**config.mk**
```make
export PLATFORM = sky130hd
export DESIGN_NAME = elufb_ctrl
export DESIGN_NICKNAME = d
export VERILOG_FILES = /design/src/sv/elufb_pkg.sv /design/src/sv/elufb_ctrl.sv
export SDC_FILE = /design/constraint.sdc
export NUM_CORES = 1
export LEC_CHECK = 0
export BUFFER_PORTS_ARGS = -buffer_cell sky130_fd_sc_hd__buf_2
export CAP_MARGIN = 20
export CORE_AREA = 2 2 39 41
export CTS_CLUSTER_DIAMETER = 50
export CTS_CLUSTER_SIZE = 16
export DETAILED_ROUTE_END_ITERATION = 7
export DIE_AREA = 0 0 41 43
export RECOVER_POWER = 25
export SETUP_SLACK_MARGIN = 0.4
export SLEW_MARGIN = 10
export SYNTH_ARGS = -nofsm -noshare
export SYNTH_HDL_FRONTEND = slang
export SYNTH_SLANG_ARGS = --single-unit
```
**constraint.sdc**
```tcl
create_clock -name clk -period 1.3 [get_ports clk]
set_clock_uncertainty 0.2 [all_clocks]
set_input_delay 0.26 -clock clk [delete_from_list [all_inputs] [get_ports clk]]
set_output_delay 0.26 -clock clk [all_outputs]
set_load 0.05 [all_outputs]
```
**src/sv/elufb_pkg.sv**
```systemverilog
// Shared types, constants and helper functions of the ELU forward and backward unit.
package elufb_pkg;

	localparam int DATA_WIDTH_DEF = 16;
	localparam int FRAC_BITS_DEF  = 10;

	localparam int COEF_W     = 16;
	localparam int COEF_FRAC  = 12;
	localparam int ACC_W      = 32;
	localparam int WIDE_W     = 2 * ACC_W;
	localparam int U_W        = WIDE_W - 1;
	localparam int LOG2E_FRAC = 30;
	localparam int TAB_W      = 18;
	localparam int TAB_FRAC   = 16;
	localparam int TAB_IDX_W  = 5;
	localparam int DIFF_W     = 13;
	localparam int R16_W      = 16;
	localparam int IP_W       = DIFF_W + R16_W;

	localparam int CFG_IDX_W  = 2;
	localparam int CFG_DATA_W = 16;
	localparam int MODE_W     = 2;

	localparam int PIPE_STAGES = 8;

	localparam logic signed [ACC_W-1:0] LOG2E_Q30 = 32'sd1549082005;
	localparam logic signed [ACC_W-1:0] ACC_HI = 32'sh7FFF_FFFF;
	localparam logic signed [ACC_W-1:0] ACC_LO = 32'sh8000_0000;
	localparam logic signed [WIDE_W-1:0] ACC_HI_W = 64'sh0000_0000_7FFF_FFFF;
	localparam logic signed [WIDE_W-1:0] ACC_LO_W = 64'shFFFF_FFFF_8000_0000;

	typedef enum logic [MODE_W-1:0] {
		MODE_FWD     = 2'd0,
		MODE_BWD_IN  = 2'd1,
		MODE_BWD_OUT = 2'd2
	} mode_t;

	typedef enum logic [CFG_IDX_W-1:0] {
		REG_MODE   = 2'd0,
		REG_ALPHA  = 2'd1,
		REG_SCALE  = 2'd2,
		REG_ISCALE = 2'd3
	} reg_idx_t;

	typedef struct packed {
		logic [MODE_W-1:0]        mode;
		logic signed [COEF_W-1:0] alpha;
		logic signed [COEF_W-1:0] scale;
		logic signed [COEF_W-1:0] iscale;
	} cfg_t;

	localparam cfg_t CFG_RST = '{
		mode:   MODE_FWD,
		alpha:  16'sd4096,
		scale:  16'sd4096,
		iscale: 16'sd4096
	};

	typedef struct packed {
		logic [PIPE_STAGES-1:0] adv;
	} pipe_ctrl_t;

	// 2^(i/16) in Q16, seventeen points so that the last interval has an upper end.
	function automatic logic [TAB_W-1:0] pow2_tab(input logic [TAB_IDX_W-1:0] i);
		logic [TAB_W-1:0] v;
		case (i)
			5'd0:    v = 18'd65536;
			5'd1:    v = 18'd68438;
			5'd2:    v = 18'd71468;
			5'd3:    v = 18'd74632;
			5'd4:    v = 18'd77936;
			5'd5:    v = 18'd81386;
			5'd6:    v = 18'd84990;
			5'd7:    v = 18'd88752;
			5'd8:    v = 18'd92682;
			5'd9:    v = 18'd96785;
			5'd10:   v = 18'd101070;
			5'd11:   v = 18'd105545;
			5'd12:   v = 18'd110218;
			5'd13:   v = 18'd115098;
			5'd14:   v = 18'd120194;
			5'd15:   v = 18'd125515;
			5'd16:   v = 18'd131072;
			default: v = 18'd0;
		endcase
		return v;
	endfunction

	// Right shift that rounds half up: add half an LSB, then floor.
	function automatic logic signed [WIDE_W-1:0] rnd_shr(input logic signed [WIDE_W-1:0] v,
		input int unsigned sh);
		logic signed [WIDE_W:0] w;
		w = (WIDE_W+1)'(v);
		if (sh != 0) begin
			w = w + ((65'sd1) <<< (sh - 1));
		end
		return WIDE_W'(w >>> sh);
	endfunction

	function automatic logic signed [ACC_W-1:0] sat_acc(input logic signed [WIDE_W-1:0] v);
		logic signed [ACC_W-1:0] r;
		if (v > ACC_HI_W) begin
			r = ACC_HI;
		end else if (v < ACC_LO_W) begin
			r = ACC_LO;
		end else begin
			r = ACC_W'(v);
		end
		return r;
	endfunction

endpackage

```
**src/sv/elufb_ctrl.sv**
```systemverilog
// Pipeline flow control: per-stage valid bits and advance enables with bubble collapsing.
module elufb_ctrl (
	input  logic                  clk,
	input  logic                  arst_n,
	input  logic                  in_valid,
	output logic                  in_ready,
	output logic                  out_valid,
	input  logic                  out_ready,
	output elufb_pkg::pipe_ctrl_t pipe
);

	localparam int NSTG = elufb_pkg::PIPE_STAGES;

	logic [NSTG-1:0] vld_q;
	logic [NSTG-1:0] adv;

	// A stage may load when it is empty or when its item moves on in the same cycle.
	always_comb begin
		adv[NSTG-1] = !vld_q[NSTG-1] || out_ready;
		for (int k = NSTG - 2; k >= 0; k--) begin
			adv[k] = !vld_q[k] || adv[k+1];
		end
	end

	always_ff @(posedge clk or negedge arst_n) begin
		if (!arst_n) begin
			vld_q <= '0;
		end else begin
			if (adv[0]) begin
				vld_q[0] <= in_valid;
			end
			for (int k = 1; k < NSTG; k++) begin
				if (adv[k]) begin
					vld_q[k] <= vld_q[k-1];
				end
			end
		end
	end

	assign in_ready  = adv[0];
	assign out_valid = vld_q[NSTG-1];
	assign pipe.adv  = adv;

	a_ready_when_drained: assert property (@(posedge clk) disable iff (!arst_n)
		out_ready |-> in_ready)
		else $error("input stalled although the output side is taking items");

	a_stall_only_when_full: assert property (@(posedge clk) disable iff (!arst_n)
		!in_ready |-> &vld_q)
		else $error("input stalled while a pipeline stage is empty");

	a_accept_enters: assert property (@(posedge clk) disable iff (!arst_n)
		in_valid && in_ready |=> vld_q[0])
		else $error("accepted item did not enter the first stage");

	a_last_drains: assert property (@(posedge clk) disable iff (!arst_n)
		out_valid && out_ready && !vld_q[NSTG-2] |=> !out_valid)
		else $error("output stayed valid with nothing behind it");

endmodule

```
==> impl_results.rst <==
.. list-table::
   :header-rows: 1

   * - Metric
     - Value
   * - Root Buffer
     - sky130_fd_sc_hd__clkbuf_4
   * - DP Area
     - 476.7 um^2
   * - Cell with the most instances after synthesis
     - sky130_fd_sc_hd__dfrtp_1
   * - First-iteration detailed-routing DRC count
     - 1
   * - Leading registers by flop count
     - vld_q (8)
   * - Period utilization
     - 132.6%
   * - Type of element capturing the critical path
     - output port
   * - Critical path fanouts, max
     - 5
   * - Final non-filler cell area
     - roughly 700 um^2
   * - Period minus WS final
     - 1.724 ns
   * - Setup WS pre-CTS
     - -0.2778 ns
   * - First-pass GRT wire length
     - around 1500 um
   * - Count of cell types in the netlist
     - 17
   * - Worst reg-to-reg path cell count
     - 6
   * - Pin count of the biggest net entering global routing
     - 9
   * - Antenna fix cells
     - 0
   * - Cell types with the highest counts after synthesis
     - 8 x sky130_fd_sc_hd__dfrtp_1, 3 x sky130_fd_sc_hd__nand2b_1, 2 x sky130_fd_sc_hd__a21o_1, 2 x sky130_fd_sc_hd__nand2_1, 2 x sky130_fd_sc_hd__nand3_1
   * - Number of antenna violations at the first check in global routing
     - 0
   * - H-Tree Level Count
     - 1
   * - Number of enable flip-flop cells after synthesis
     - 0
   * - Worst rel slew slack
     - 71.07%
   * - TritonCTS clock tree
     - built
   * - Die height
     - 43 um
   * - Register bit count reported by yosys
     - 8
   * - All-layer global routing usage
     - 14.01%
   * - Dominant synthesized flop cell
     - sky130_fd_sc_hd__dfrtp_1
   * - Total of warnings raised by yosys
     - 0
   * - Cts hold-fix bufs
     - 1
   * - Synthesis-to-finish area growth
     - 101.8%
   * - Max Buffers Root-to-Sink
     - 2
   * - Worst Hold Path Cells
     - 2
   * - Number of pins exceeding their max-slew limit in the final report
     - 0
   * - Instance count of the mapped netlist
     - 29
   * - Worst EP required
     - 0.84 ns
   * - Maximum operating frequency
     - 580.0 MHz
   * - Width of the die
     - slightly above 40 um
   * - Average wire length per cell after detail routing
     - about 12 um
   * - Reg2reg end
     - vld_q[3]$_DFFE_PN0P_
   * - Worst setup margin
     - -0.4242 ns
   * - Flip-flop count of the largest register, all copies and words added
     - 8
   * - Starting utilization of the core area
     - 25.05%
   * - Detailed Routing Iterations Pass 1
     - 3
   * - Sequential share of the synthesized area
     - between 50% and 60%
   * - Final design utilization
     - 50.54%
   * - Number of buffers created by CTS
     - 3
   * - Clock net sink count
     - 8
   * - Worst Min Path Start
     - in_valid
   * - Largest area contributor in the netlist
     - sky130_fd_sc_hd__dfrtp_1
   * - Weighted congestion reported at the end of routability-driven placement
     - 0.6888
   * - Die area
     - 0.001763 mm^2
   * - Setup CP Type
     - flop to output port
   * - Vias per std cell
     - 4.420
   * - Category of the worst setup path launch point
     - flop
   * - Outcome
     - finished with violations
   * - Hold Path Class
     - input pin to flop
   * - Average instance area after synthesis
     - 11.95 um^2
   * - Clock network latency to the later pin of the worst-skew pair
     - 0.26 ns
   * - Clock-pin slew on the worst setup and hold paths
     - 0.06 ns
   * - Maximum vdd ir drop
     - roughly 0.00083 V
   * - Number of standard-cell rows in the floorplan
     - 14
   * - Number of nets with antenna violations after detailed routing
     - 0
   * - Half-perimeter wire length after placement
     - around 540 um
   * - WHS Endpoint
     - vld_q[0]$_DFFE_PN0P_
   * - Combined area of all synthesized cells
     - 346.6 um^2
   * - Count of buffers inserted at the top-level ports
     - 13
   * - Register ranked first by flip-flop count
     - vld_q
   * - Final Hold Fails
     - 1
   * - Final-layout setup total negative slack
     - -5.153 ns
   * - Post-Syn Nets
     - 33
   * - Worst reg-to-reg setup slack
     - -0.35 ns
   * - Static Leakage
     - 0.3353 nW
   * - Routed wire length
     - 978 um
   * - Number of global-route vias before repair
     - 371
   * - Synth top area share
     - 57.76%
   * - Number of vias after detailed routing
     - 358
   * - Placed Cells incl. Taps
     - 64
   * - Areal power density over the cells
     - between 1500 and 2000 mW/mm^2
   * - Core Footprint
     - 0.001384 mm^2
   * - Top post-synthesis cells by area
     - sky130_fd_sc_hd__dfrtp_1 58%, sky130_fd_sc_hd__nand2b_1 5.4%, sky130_fd_sc_hd__a21o_1 4.3%, sky130_fd_sc_hd__and4b_4 4.0%, sky130_fd_sc_hd__buf_6 3.2%
   * - Share of cells above drive strength 1
     - 67.69%
   * - Data arrival time of the critical path
     - 1.26 ns
   * - Post-synth ARST share
     - 100.0%
   * - I/O pin cnt
     - 14
   * - Number of violations of the max-capacitance limit
     - 0
   * - Transition time of the tightest slew-check pin
     - 0.4340 ns
   * - Unrepaired setup endpoints after global routing
     - true
   * - Non-Filler Instances
     - just over 80
   * - Congestion Overflow GR
     - 0
   * - Final setup vio count
     - 17
   * - NumNets Final
     - 70
   * - Worst R2R Start
     - vld_q[6]$_DFFE_PN0P_
   * - Remaining routing DRC violations
     - 0
   * - Violated checks
     - hold timing, setup timing
   * - Hold_ws
     - -0.01057 ns
-- power breakdown --
part           switching (mW)  internal (mW)  total [mW]
Combinational           0.313          0.308       0.621
Clock                  0.0932          0.118       0.211
Sequential             0.0248          0.292       0.317
Total                   0.431          0.717        1.15
-- layout make-up --
type	instances	area [um^2]
clock buffer	4	26.28
inverter	1	3.754
timing repair buffer	34	301.5
tap	16	20.02
sequential	8	201.4
multi-input combinational	18	146.4
fill	130	684.4
-- stage by stage --
stage | power (mW) | hold WS (ns)
after floorplan | 0.5995 | -0.2356
after global placement | 0.7156 | -0.09130
after detailed placement | 0.7186 | -0.08683
after CTS | 1.137 | -0.01586
after global routing | 1.212 | -0.002119
final | 1.149 | -0.01057
-- how the worst max path moves through the flow --
stage | start | end | slack (ns) | cells after the start
after floorplan | vld_q[7]$_DFFE_PN0P_ | pipe[0] | -0.98 | 4
after global placement | out_ready | in_ready | -0.26 | 4
after detailed placement | out_ready | in_ready | -0.28 | 4
after CTS | vld_q[6]$_DFFE_PN0P_ | in_ready | -0.43 | 3
after global routing | vld_q[7]$_DFFE_PN0P_ | in_ready | -0.46 | 3
final | vld_q[7]$_DFFE_PN0P_ | in_ready | -0.42 | 3
-- metal layers --
metal,GRT usage [%],share of wire (%),routed length (um),vias up
li1,-,-,-,178
met1,15.67,41,399,161
met3,5.236,7.0,68,6
met4,14.67,5.0,49,0
met5,0,0,0,-
met2,18.44,47,460,13
-- cell families (layout without fill, tap and decap cells) --
family	Yosys count	count (layout)	share of synthesized area [%]
simple gates	12	13	22.03
compound gates	5	5	12.27
buf+inv	4	39	7.940
flops	8	8	57.76
-- placed cells by master, fill, tap and decap left out --
cell type / count
sky130_fd_sc_hd__dlygate4sd3_1: 1
sky130_fd_sc_hd__inv_2: 1
sky130_fd_sc_hd__buf_4: 19
sky130_fd_sc_hd__or2_1: 1
sky130_fd_sc_hd__nand3b_1: 1
sky130_fd_sc_hd__a21o_1: 2
sky130_fd_sc_hd__a31o_1: 1
sky130_fd_sc_hd__and4b_2: 1
sky130_fd_sc_hd__nand3_1: 1
sky130_fd_sc_hd__clkbuf_1: 2
sky130_fd_sc_hd__nand2b_1: 3
sky130_fd_sc_hd__clkbuf_4: 3
sky130_fd_sc_hd__nand2_4: 1
sky130_fd_sc_hd__and4b_4: 1
sky130_fd_sc_hd__a31o_2: 1
sky130_fd_sc_hd__nand3_2: 1
sky130_fd_sc_hd__and3_2: 1
sky130_fd_sc_hd__nand4_1: 1
sky130_fd_sc_hd__buf_2: 2
sky130_fd_sc_hd__buf_8: 3
sky130_fd_sc_hd__nand2_2: 1
sky130_fd_sc_hd__buf_6: 8
sky130_fd_sc_hd__dfrtp_2: 1
sky130_fd_sc_hd__dfrtp_1: 7
sky130_fd_sc_hd__a41o_1: 1
-- worst max-delay path, stage by stage (launching register included) --
cell and delay, ns:
sky130_fd_sc_hd__dfrtp_2 0.37, sky130_fd_sc_hd__and4b_4 0.27, sky130_fd_sc_hd__nand4_1 0.16, sky130_fd_sc_hd__buf_6 0.20
-- what timing repair did --
action,CTS,global route
resized for setup,29,1
pin swaps,7,5
endpoints found under the hold margin,9,1
gates cloned,1,0
setup endpoints to repair,18,18
setup buffers,9,2
Note: power is estimated with default switching activity, not from simulation.
