--- src/sv/elufb_pkg.sv ---
// Shared types, constants and helper functions of the ELU forward and backward unit.
package elufb_pkg;

	localparam int DATA_WIDTH_DEF = 16;
	localparam int FRAC_BITS_DEF  = 10;

	localparam int COEF_W     = 16;
	localparam int COEF_FRAC  = 12;
	localparam int ACC_W      = 32;
	localparam int WIDE_W     = 2 * ACC_W;
	localparam int U_W        = WIDE_W - 1;
	localparam int LOG2E_FRAC = 30;
	localparam int TAB_W      = 18;
	localparam int TAB_FRAC   = 16;
	localparam int TAB_IDX_W  = 5;
	localparam int DIFF_W     = 13;
	localparam int R16_W      = 16;
	localparam int IP_W       = DIFF_W + R16_W;

	localparam int CFG_IDX_W  = 2;
	localparam int CFG_DATA_W = 16;
	localparam int MODE_W     = 2;

	localparam int PIPE_STAGES = 8;

	localparam logic signed [ACC_W-1:0] LOG2E_Q30 = 32'sd1549082005;
	localparam logic signed [ACC_W-1:0] ACC_HI = 32'sh7FFF_FFFF;
	localparam logic signed [ACC_W-1:0] ACC_LO = 32'sh8000_0000;
	localparam logic signed [WIDE_W-1:0] ACC_HI_W = 64'sh0000_0000_7FFF_FFFF;
	localparam logic signed [WIDE_W-1:0] ACC_LO_W = 64'shFFFF_FFFF_8000_0000;

	typedef enum logic [MODE_W-1:0] {
		MODE_FWD     = 2'd0,
		MODE_BWD_IN  = 2'd1,
		MODE_BWD_OUT = 2'd2
	} mode_t;

	typedef enum logic [CFG_IDX_W-1:0] {
		REG_MODE   = 2'd0,
		REG_ALPHA  = 2'd1,
		REG_SCALE  = 2'd2,
		REG_ISCALE = 2'd3
	} reg_idx_t;

	typedef struct packed {
		logic [MODE_W-1:0]        mode;
		logic signed [COEF_W-1:0] alpha;
		logic signed [COEF_W-1:0] scale;
		logic signed [COEF_W-1:0] iscale;
	} cfg_t;

	localparam cfg_t CFG_RST = '{
		mode:   MODE_FWD,
		alpha:  16'sd4096,
		scale:  16'sd4096,
		iscale: 16'sd4096
	};

	typedef struct packed {
		logic [PIPE_STAGES-1:0] adv;
	} pipe_ctrl_t;

	// 2^(i/16) in Q16, seventeen points so that the last interval has an upper end.
	function automatic logic [TAB_W-1:0] pow2_tab(input logic [TAB_IDX_W-1:0] i);
		logic [TAB_W-1:0] v;
		case (i)
			5'd0:    v = 18'd65536;
			5'd1:    v = 18'd68438;
			5'd2:    v = 18'd71468;
			5'd3:    v = 18'd74632;
			5'd4:    v = 18'd77936;
			5'd5:    v = 18'd81386;
			5'd6:    v = 18'd84990;
			5'd7:    v = 18'd88752;
			5'd8:    v = 18'd92682;
			5'd9:    v = 18'd96785;
			5'd10:   v = 18'd101070;
			5'd11:   v = 18'd105545;
			5'd12:   v = 18'd110218;
			5'd13:   v = 18'd115098;
			5'd14:   v = 18'd120194;
			5'd15:   v = 18'd125515;
			5'd16:   v = 18'd131072;
			default: v = 18'd0;
		endcase
		return v;
	endfunction

	// Right shift that rounds half up: add half an LSB, then floor.
	function automatic logic signed [WIDE_W-1:0] rnd_shr(input logic signed [WIDE_W-1:0] v,
		input int unsigned sh);
		logic signed [WIDE_W:0] w;
		w = (WIDE_W+1)'(v);
		if (sh != 0) begin
			w = w + ((65'sd1) <<< (sh - 1));
		end
		return WIDE_W'(w >>> sh);
	endfunction

	function automatic logic signed [ACC_W-1:0] sat_acc(input logic signed [WIDE_W-1:0] v);
		logic signed [ACC_W-1:0] r;
		if (v > ACC_HI_W) begin
			r = ACC_HI;
		end else if (v < ACC_LO_W) begin
			r = ACC_LO;
		end else begin
			r = ACC_W'(v);
		end
		return r;
	endfunction

endpackage

--- src/sv/elufb_cfg.sv ---
// Configuration register file: mode and the three Q3.12 coefficients.
module elufb_cfg (
	input  logic                                 clk,
	input  logic                                 arst_n,
	input  logic                                 cfg_valid,
	output logic                                 cfg_ready,
	input  logic [elufb_pkg::CFG_IDX_W-1:0]      cfg_index,
	input  logic [elufb_pkg::CFG_DATA_W-1:0]     cfg_data,
	output elufb_pkg::cfg_t                      cfg
);

	elufb_pkg::cfg_t cfg_q;

	assign cfg_ready = 1'b1;
	assign cfg = cfg_q;

	always_ff @(posedge clk or negedge arst_n) begin
		if (!arst_n) begin
			cfg_q <= elufb_pkg::CFG_RST;
		end else if (cfg_valid && cfg_ready) begin
			unique case (elufb_pkg::reg_idx_t'(cfg_index))
				elufb_pkg::REG_MODE:   cfg_q.mode   <= cfg_data[elufb_pkg::MODE_W-1:0];
				elufb_pkg::REG_ALPHA:  cfg_q.alpha  <= $signed(cfg_data);
				elufb_pkg::REG_SCALE:  cfg_q.scale  <= $signed(cfg_data);
				elufb_pkg::REG_ISCALE: cfg_q.iscale <= $signed(cfg_data);
				default:               cfg_q        <= cfg_q;
			endcase
		end
	end

endmodule

--- config.mk ---
export PLATFORM = sky130hd
export DESIGN_NAME = elufb_cfg
export DESIGN_NICKNAME = d
export VERILOG_FILES = /design/src/sv/elufb_pkg.sv /design/src/sv/elufb_cfg.sv
export SDC_FILE = /design/constraint.sdc
export NUM_CORES = 1
export LEC_CHECK = 0
export BUFFER_PORTS_ARGS = -buffer_cell sky130_fd_sc_hd__clkbuf_2
export CAP_MARGIN = 20
export CELL_PAD_IN_SITES_DETAIL_PLACEMENT = 0
export CELL_PAD_IN_SITES_GLOBAL_PLACEMENT = 2
export CORE_MARGIN = 4
export CORE_UTILIZATION = 30
export DETAILED_ROUTE_END_ITERATION = 16
export PLACE_DENSITY = 0.84
export SKIP_LAST_GASP = 1
export SYNTH_ARGS = -nofsm -noshare
export SYNTH_HDL_FRONTEND = slang
export SYNTH_SLANG_ARGS = --single-unit
--- constraint.sdc ---
create_clock -name clk -period 0.8 [get_ports clk]
set_clock_uncertainty 0.05 [all_clocks]
set_input_delay 0.24 -clock clk [delete_from_list [all_inputs] [get_ports clk]]
set_output_delay 0.24 -clock clk [all_outputs]
set_load 0.1 [all_outputs]
==> results of run 1 <==
[through the flow]
stage,cells,hold slack [ns],worst slack [ns]
after floorplan,109,-0.106,-0.273
after global placement,262,0.170,-0.471
after detailed placement,262,0.178,-0.516
after CTS,277,0.143,-0.621
after global routing,283,0.138,-0.643
final,283,0.148,-0.611
[per-layer routing]
metal  vias to the layer above  GRT usage
met5                         -          0
met3                         2     0.0625
met4                         0     0.0344
met2                        47      0.190
li1                        573          -
met1                       660      0.154
[logic make-up (layout without fill, tap and decap cells)]
family	count (synthesis)	after routing	synth area share
buffers and inverters	4	101	0.0202
DFF	50	50	0.615
and+or+nand+nor	4	4	0.0319
other	1	1	0.00184
muxes	50	50	0.331
[cells in the final DEF (no fill, tap or decap)]
master / n
clkinvlp_4: 1
buf_12: 57
nand3_4: 1
nor3b_4: 1
conb_1: 1
dlygate4sd3_1: 1
dfstp_4: 3
nand3b_4: 2
clkbuf_2: 18
buf_4: 3
clkbuf_8: 5
clkbuf_16: 1
mux2_4: 48
clkbuf_4: 2
dfrtp_4: 47
mux2_2: 2
buf_6: 11
clkbuf_1: 2
[report_power, final]
group	switching [W]	internal, W	total (W)
logic	0.00423	0.00280	0.00703
registers	0.000574	0.00335	0.00392
clock network	0.000830	0.000621	0.00145
total	0.00563	0.00676	0.0124
[layout make-up]
cell class | count | area, µm²
clock inverter | 1 | 7.51
sequential | 50 | 1440
clock buffer | 7 | 76.3
tap | 77 | 96.3
fill | 480 | 2580
timing repair buffer | 93 | 1430
multi-input combinational | 55 | 823
[how the worst min path moves through the flow]
stage	slack (ns)	start	depth (start not counted)	end
after floorplan	-0.11	arst_n	0	cfg[0]$_DFFE_PN0P_
after global placement	0.17	arst_n	2	cfg[1]$_DFFE_PN0P_
after detailed placement	0.18	arst_n	2	cfg[1]$_DFFE_PN0P_
after CTS	0.14	cfg_data[10]	2	cfg[26]$_DFFE_PN0P_
after global routing	0.14	cfg_data[10]	2	cfg[26]$_DFFE_PN0P_
final	0.15	cfg_data[9]	2	cfg[9]$_DFFE_PN0P_
[repair_timing]
action | in CTS | in global routing
endpoints found under the setup margin | 100 | 103
hold endpoints to repair | 47 | 0
buffers inserted | 6 | 8
resized for setup | 19 | 9
hold buffers | 1 | 0
gates cloned | 0 | 1
==> impl_metrics.py, run 1 <==
metrics = {
    "floorplan": {
        "start_util": 0.316,
        "num_io_pins": 72,
        "rows": 29,
        "die_w_um": 90.5,
        "die_h_um": 90.5,
        "die-area_um2": 8190,
        "core-area_um2": 6460,
    },
    "sta": {
        "setup_slack_ns": -0.611,
        "setup_tns_ns": -30.57,
        "rsz0062_at_grt": "yes",
        "fin_crit_sh": 1.76,
        "setup_violations": 100,
        "maxSlewViolCount": 0,
        "min_period_ns": 1.41,
        "finalHoldViolCount": 0,
        "max_freq_mhz": 709,
    },
    "critical_path": {
        "rr_endpoint": "cfg[10]$_DFFE_PN0P_",
        "cp-startpoint": "cfg[44]$_DFFE_PN1P_",
        "crit_end": "cfg[44]",
        "slowest_delay_ns": 0.65,
        "cp_max_fo": 2,
        "critPathTopFamily": "flip-flops",
        "critPathRequiredTime_ns": 0.51,
        "slowest_stage": "dfstp_4",
        "critical_path_arrival_ns": 1.12,
        "r2r_start": "cfg[10]$_DFFE_PN0P_",
        "path_class": "reg2out",
        "cp.depth": 1,
        "critPathBufInv": 1,
        "crit_chain": "buf_12",
        "r2r_setup_slack_ns": -0.33,
        "critPathCaptureType": "primary output",
        "reg2reg_depth": 3,
        "cp-start-kind": "flop",
    },
    "pwr": {
        "p_leak_nw": 1.80,
        "cellPowerDensity_nw_per_um2": 3200,
        "peakVddDrop_uv": 1640,
        "total_power_w": 0.0124,
    },
    "synth": {
        "ys_types": 10,
        "yosysWarningCount": 0,
        "synth_flop_cell": "dfrtp_1",
        "ys_async_sr_fraction": 1.00,
        "yosys.cell_count.top_type": "dfrtp_1",
        "synth.largest_area_cell": "dfrtp_1",
        "synth_cells": 109,
        "synth-edff-count": 0,
        "synthTopCellsByCount": "dfrtp_1, mux2_4, mux2_2, buf_6, dfstp_2",
        "synth_seq_area_share": 0.615,
        "syn_avg_cell_area_um2": 18.7,
        "syn-cell-area_um2": 2040,
        "synth_top_area_frac": 0.576,
        "syn_nets": 130,
        "synth-seq-cells": 50,
        "synthTopCellsByArea": "dfrtp_1, mux2_4, mux2_2",
    },
    "cells_and_area": {
        "nets": 226,
        "largest_reg_flops": 50,
        "diodes": 0,
        "post-route-util": 0.600,
        "drive_gt1_frac": 0.981,
        "areaGrowthSynthToFinish_pct": 89.8,
        "design_area_um2": 3870,
    },
    "global_route": {
        "track_usage": 0.124,
        "grt_antenna_before_repair": 0,
        "gr-total-overflow": 0,
        "grt_max_degree": 41,
        "grt_pass1_vias": 1454,
        "grt_pass1_wl_um": 7950,
    },
    "outcome": {
        "failed_checks": "setup timing",
        "outcome": "finished, violations left",
    },
    "hold_path": {
        "hold_class": "in2reg",
    },
    "detailed_routing": {
        "met2WireLength_um": 2460,
        "first_pass_iters": 3,
        "drc_errors": 0,
        "met1Wirelength_um": 2240,
        "vias_per_cell": 4.53,
        "drtIter0Drc": 34,
        "highest_layer": "met4",
        "antenna_left": 0,
        "wirelength_um": 5150,
        "routedWlPerCell_um": 18.2,
        "wl_met3_um": 425,
        "vias": 1282,
    },
    "cts": {
        "clk_pin_slew_worst_paths_ns": 0.10,
        "cts-buffers-inserted": 5,
        "htree_num_levels": 2,
        "clk_path_buf_depth": 2,
        "cts-root-buf": "clkbuf_8",
        "clkLatencyLatePin_ns": 0.29,
        "cts.sinks": 50,
        "cts_tree": "done",
    },
    "placed_design": {
        "port_buffers": 70,
        "placed_area_um2": 3580,
        "gp_congestion": 0.691,
        "dp_hpwl_um": 3690,
    },
    "run": {
        "max_cap_viol_count": 0,
    },
}
Power figures use the tool's default switching activity.
==> run 2, diff against run 1 <==
--- a/config.mk
+++ b/config.mk
@@ -12,8 +12,7 @@
 export CORE_MARGIN = 4
 export CORE_UTILIZATION = 30
 export DETAILED_ROUTE_END_ITERATION = 16
-export PLACE_DENSITY = 0.84
-export SKIP_LAST_GASP = 1
+export PLACE_DENSITY_LB_ADDON = 0.08
 export SYNTH_ARGS = -nofsm -noshare
 export SYNTH_HDL_FRONTEND = slang
 export SYNTH_SLANG_ARGS = --single-unit
==> run 2 against run 1 <==
Against the previous run: the flow finishes with violations (hold timing, setup timing); critical path type unchanged; cell count decreased by 3.5%; critical endpoint is now cfg[12]; clock power increased by 27%; wire length decreased by 4.5%.
==> impl_metrics.py, run 2 (synthesis gave the netlist of run 1 again) <==
metrics = {
    "outcome": {
        "outcome": "finished, violations left",
        "failed_checks": "hold timing, setup timing",
    },
    "critical_path": {
        "cp-start-kind": "flop",
        "slowest_delay_ns": 0.64,
        "crit_chain": "buf_12",
        "slowest_stage": "dfstp_4",
        "cp_max_fo": 2,
        "cp-startpoint": "cfg[12]$_DFFE_PN1P_",
        "cp.depth": 1,
        "reg2reg_depth": 3,
        "critPathCaptureType": "primary output",
        "critPathRequiredTime_ns": 0.51,
        "r2r_start": "cfg[8]$_DFFE_PN0P_",
        "path_class": "reg2out",
        "critPathBufInv": 1,
        "critical_path_arrival_ns": 1.12,
        "critPathTopFamily": "flip-flops",
    },
    "run": {
        "max_cap_viol_count": 0,
    },
    "global_route": {
        "grt_antenna_before_repair": 0,
        "grt_pass1_wl_um": 7960,
        "grt_max_degree": 28,
        "track_usage": 0.121,
        "gr-total-overflow": 0,
        "grt_pass1_vias": 1412,
    },
    "cells_and_area": {
        "final_cell_mix": "buf_12, mux2_4, dfrtp_4",
        "diodes": 0,
        "final_common_cell": "buf_12",
        "register_area_um2": 1440,
        "largest_reg_flops": 50,
        "drive_gt1_frac": 0.990,
        "design_area_um2": 3790,
        "nets": 216,
        "areaGrowthSynthToFinish_pct": 85.7,
        "multiInputGateArea_um2": 817,
        "fill_cells": 494,
    },
    "placed_design": {
        "gp_congestion": 0.673,
        "placed_area_um2": 3570,
        "port_buffers": 70,
        "pre_cts_ws_ns": -0.527,
        "dp_hpwl_um": 3720,
    },
    "detailed_routing": {
        "first_pass_iters": 4,
        "drc_errors": 0,
        "vias": 1219,
        "antenna_left": 0,
        "drtIter0Drc": 18,
        "vias_per_cell": 4.47,
        "wirelength_um": 4920,
        "routedWlPerCell_um": 18.0,
    },
    "sta": {
        "min_period_ns": 1.41,
        "holdWs_ns": -0.0468,
        "maxSlewViolCount": 0,
        "finalHoldViolCount": 47,
        "fin_crit_sh": 1.77,
        "setup_tns_ns": -29.82,
        "max_freq_mhz": 708,
        "setup_violations": 100,
        "setup_slack_ns": -0.612,
        "rsz0062_at_grt": "yes",
    },
    "floorplan": {
        "die_w_um": 90.5,
        "die-area_um2": 8190,
        "die_h_um": 90.5,
        "rows": 29,
        "start_util": 0.316,
        "core-area_um2": 6460,
        "num_io_pins": 72,
    },
    "cts": {
        "cts-buffers-inserted": 5,
        "clkLatencyLatePin_ns": 0.29,
        "cts-root-buf": "clkbuf_8",
        "clk_pin_slew_worst_paths_ns": 0.10,
        "cts_tree": "done",
        "htree_num_levels": 2,
        "cts.sinks": 50,
        "hold_buffers": 1,
        "clk_path_buf_depth": 2,
    },
    "hold_path": {
        "hold_class": "in2async",
    },
    "pwr": {
        "p_leak_nw": 1.75,
        "cellPowerDensity_nw_per_um2": 3320,
        "peakVddDrop_uv": 1460,
    },
}
==> run 2: cell count changes in the layout (fill, tap and decap cells not counted), sizes merged <==
| cell | change |
|---|---|
| buf | -9 |
| bufinv | +1 |
| clkinvlp | -1 |
| dlygate4sd3 | -1 |
==> run 2: routing by layer <==
metal,wire [µm],part of all wire,global-route usage,vias up
li1,-,-,-,548
met5,0,0,0,-
met3,313,0.064,0.0483,5
met1,2130,0.43,0.151,626
met4,55,0.011,0.0344,0
met2,2420,0.49,0.195,40
==> run 2: report_power, final <==
part           internal [W]  switching (W)  total, W
clock network       0.00102       0.000821   0.00184
logic               0.00265        0.00417   0.00682
registers           0.00335       0.000577   0.00392
==> run 2: cell type report <==
| type | instances | area share |
|---|---|---|
| flip-flops and latches | 50 | 0.381 |
| repair buffers | 83 | 0.347 |
| multi-input cells | 55 | 0.216 |
| well taps | 77 | 0.0254 |
| clock buffers | 7 | 0.0228 |
| clock inverters | 1 | 0.00793 |
==> run 2: repair_timing <==
action | CTS | global route
buffers inserted | 1 | 2
setup endpoints to repair | 100 | 123
gates resized for setup | 15 | 6
endpoints found under the hold margin | 47 | 47
==> run 2: metrics by stage <==
step           utilization  power [W]  instances
6_report             0.587     0.0126        273
3_3_place_gp         0.553     0.0106        261
4_1_cts              0.582     0.0127        271
3_5_place_dp         0.553     0.0107        261
5_1_grt              0.587     0.0130        273
2_1_floorplan            -    0.00800        109
==> run 2: path summary, 6_finish.rpt <==
check | to | slack, ns
max | cfg[12] | -0.61
max in group asynchronous | cfg[44]$_DFFE_PN1P_ | 0.51
max reg2reg | cfg[8]$_DFFE_PN0P_ | -0.34
min | cfg[5]$_DFFE_PN0P_ | -0.05
min reg2reg | cfg[23]$_DFFE_PN0P_ | 0.55
min in group clk | cfg[22]$_DFFE_PN0P_ | 0.14
==> run 3, diff against run 2 <==
--- a/config.mk
+++ b/config.mk
@@ -12,6 +12,7 @@
 export CORE_MARGIN = 4
 export CORE_UTILIZATION = 30
 export DETAILED_ROUTE_END_ITERATION = 16
+export GPL_TIMING_DRIVEN = 0
 export PLACE_DENSITY_LB_ADDON = 0.08
 export SYNTH_ARGS = -nofsm -noshare
 export SYNTH_HDL_FRONTEND = slang
==> run 3 against run 2 <==
Against the previous run: the run still ends with hold timing, setup timing left; first-iteration DRC count is 11% lower; setup slack worse by 0.0090 ns; count of clock-buffer cells in the layout decreased by 2; die area is the same; via count is 4.2% higher; final area is 8.3% higher; non-clock buffer count up 7; register-to-register slack is essentially flat; critical endpoint is now cfg[44]; highest routed layer unchanged.
==> impl_metrics.py, run 3 (synthesis gave the netlist of run 1 again) <==
metrics = {
    "outcome": {
        "outcome": "finished, violations left",
        "failed_checks": "hold timing, setup timing",
    },
    "critical_path": {
        "critPathBufInv": 1,
        "crit_chain": "clkbuf_16",
        "critPathCaptureType": "primary output",
        "rr_endpoint": "cfg[25]$_DFFE_PN0P_",
        "critPathTopFamily": "flip-flops",
        "critPathRequiredTime_ns": 0.51,
        "r2r_start": "cfg[25]$_DFFE_PN0P_",
        "path_class": "reg2out",
        "slowest_delay_ns": 0.64,
        "reg2reg_depth": 3,
        "cp-start-kind": "flop",
        "slowest_stage": "dfstp_4",
        "r2r_setup_slack_ns": -0.33,
        "critical_path_arrival_ns": 1.13,
        "cp_max_fo": 2,
    },
    "floorplan": {
        "rows": 29,
        "num_io_pins": 72,
        "start_util": 0.316,
        "die_h_um": 90.5,
        "die_w_um": 90.5,
        "die-area_um2": 8190,
        "core-area_um2": 6460,
    },
    "sta": {
        "maxSlewViolCount": 0,
        "holdWs_ns": -0.103,
        "max_slew.worst_pin.slew_ns": 0.668,
        "finalHoldViolCount": 21,
        "max_freq_mhz": 704,
        "setup_violations": 100,
        "setup_slack_ns": -0.621,
        "min_period_ns": 1.42,
        "fin_crit_sh": 1.78,
        "rsz0062_at_grt": "yes",
        "slew_headroom": 0.555,
    },
    "cts": {
        "clkLatencyLatePin_ns": 0.29,
        "cts_tree": "done",
        "cts-buffers-inserted": 5,
        "clk_pin_slew_worst_paths_ns": 0.10,
        "cts-root-buf": "clkbuf_8",
        "clk_path_buf_depth": 2,
        "htree_num_levels": 2,
        "cts.sinks": 50,
    },
    "cells_and_area": {
        "areaGrowthSynthToFinish_pct": 101,
        "instances_no_fill": 280,
        "final_common_cell": "clkbuf_16",
        "largest_reg_flops": 50,
        "nets": 223,
        "diodes": 0,
        "fill_cells": 453,
        "post-route-util": 0.635,
        "final_cell_mix": "clkbuf_16, dfrtp_4, mux2_4",
        "drive_gt1_frac": 0.995,
    },
    "detailed_routing": {
        "first_pass_iters": 4,
        "vias_per_cell": 4.54,
        "wirelength_um": 5460,
        "vias": 1270,
        "drc_errors": 0,
        "routedWlPerCell_um": 19.5,
        "drtIter0Drc": 16,
        "antenna_left": 0,
    },
    "pwr": {
        "cellPowerDensity_nw_per_um2": 3060,
        "peakVddDrop_uv": 1730,
        "p_leak_nw": 1.92,
    },
    "global_route": {
        "grt_antenna_before_repair": 0,
        "track_usage": 0.139,
        "grt_max_degree": 27,
        "gr-total-overflow": 0,
        "grt_pass1_wl_um": 8890,
        "grt_pass1_vias": 1591,
    },
    "hold_path": {
        "hold_class": "in2async",
    },
    "run": {
        "max_cap_viol_count": 0,
    },
    "placed_design": {
        "port_buffers": 70,
        "pre_cts_ws_ns": -0.579,
        "dp_cells": 257,
        "dp_hpwl_um": 3390,
        "gp_congestion": 0.666,
    },
}
==> run 3: changes by cell type in the layout (fill, tap and decap cells not counted), sizes merged <==
cell      previous run  this run
clkinvlp             0         1
bufinv               1         0
clkbuf              28        75
buf                 62        20
clkinv               0         2
==> run 3: worst reg2reg max path, cell delays in order (launching register included) <==
cell	delay, ns
dfrtp_4	0.51
buf_6	0.13
buf_6	0.10
mux2_4	0.24
==> run 3: cell type report <==
class / count / area, µm² / area share
repair buffers: 86 / 1590 / 0.387
flip-flops and latches: 50 / 1440 / 0.352
multi-input cells: 55 / 816 / 0.199
well taps: 77 / 96.3 / 0.0235
clock buffers: 5 / 68.8 / 0.0168
plain buffers: 4 / 67.6 / 0.0165
clock inverters: 3 / 21.3 / 0.00519
==> run 3: worst max-delay path by stage <==
stage	start	endpoint	cells after the start
5_1_grt	cfg[28]$_DFFE_PN1P_	cfg[28]	1
3_3_place_gp	arst_n	cfg[16]$_DFFE_PN0P_	1
2_1_floorplan	cfg[17]$_DFFE_PN0P_	cfg[17]$_DFFE_PN0P_	1
3_5_place_dp	cfg_valid	cfg[48]$_DFFE_PN0P_	3
6_report	cfg[44]$_DFFE_PN1P_	cfg[44]	1
4_1_cts	cfg[12]$_DFFE_PN1P_	cfg[12]	1
==> run 3: per-stage QoR <==
step | setup TNS [ns] | area [µm²] | total power, W | hold WS (ns)
floorplan | -18.17 | 2260 | 0.00800 | -0.106
global placement | -73.81 | 2710 | 0.00871 | 0.450
detailed placement | -46.61 | 2730 | 0.00878 | 0.246
CTS | -31.78 | 4060 | 0.0125 | -0.0994
global route | -33.90 | 4100 | 0.0130 | -0.0688
finish | -31.49 | 4100 | 0.0126 | -0.103
==> run 3: report_power, final <==
part	internal [W]	total (W)	leakage (nW)	switching (W)
Sequential	0.00334	0.00385	0.543	0.000505
Clock	0.000617	0.00149	0.0441	0.000874
Combinational	0.00300	0.00722	1.33	0.00422
Total	0.00696	0.0126	1.92	0.00560
==> run 3: repair_timing <==
item | CTS | global route
gates cloned | 1 | 1
hold endpoints to repair | 21 | 21
setup buffers | 11 | 4
pin swaps | 2 | 2
resized for setup | 176 | 8
endpoints found under the setup margin | 100 | 100
==> run 3: per-layer routing <==
metal,vias to the layer above,global-route usage,part of all wire
li1,564,-,-
met1,663,0.167,0.43
met2,38,0.240,0.52
met3,5,0.0392,0.045
met4,0,0.0408,0.0075
met5,-,0,0
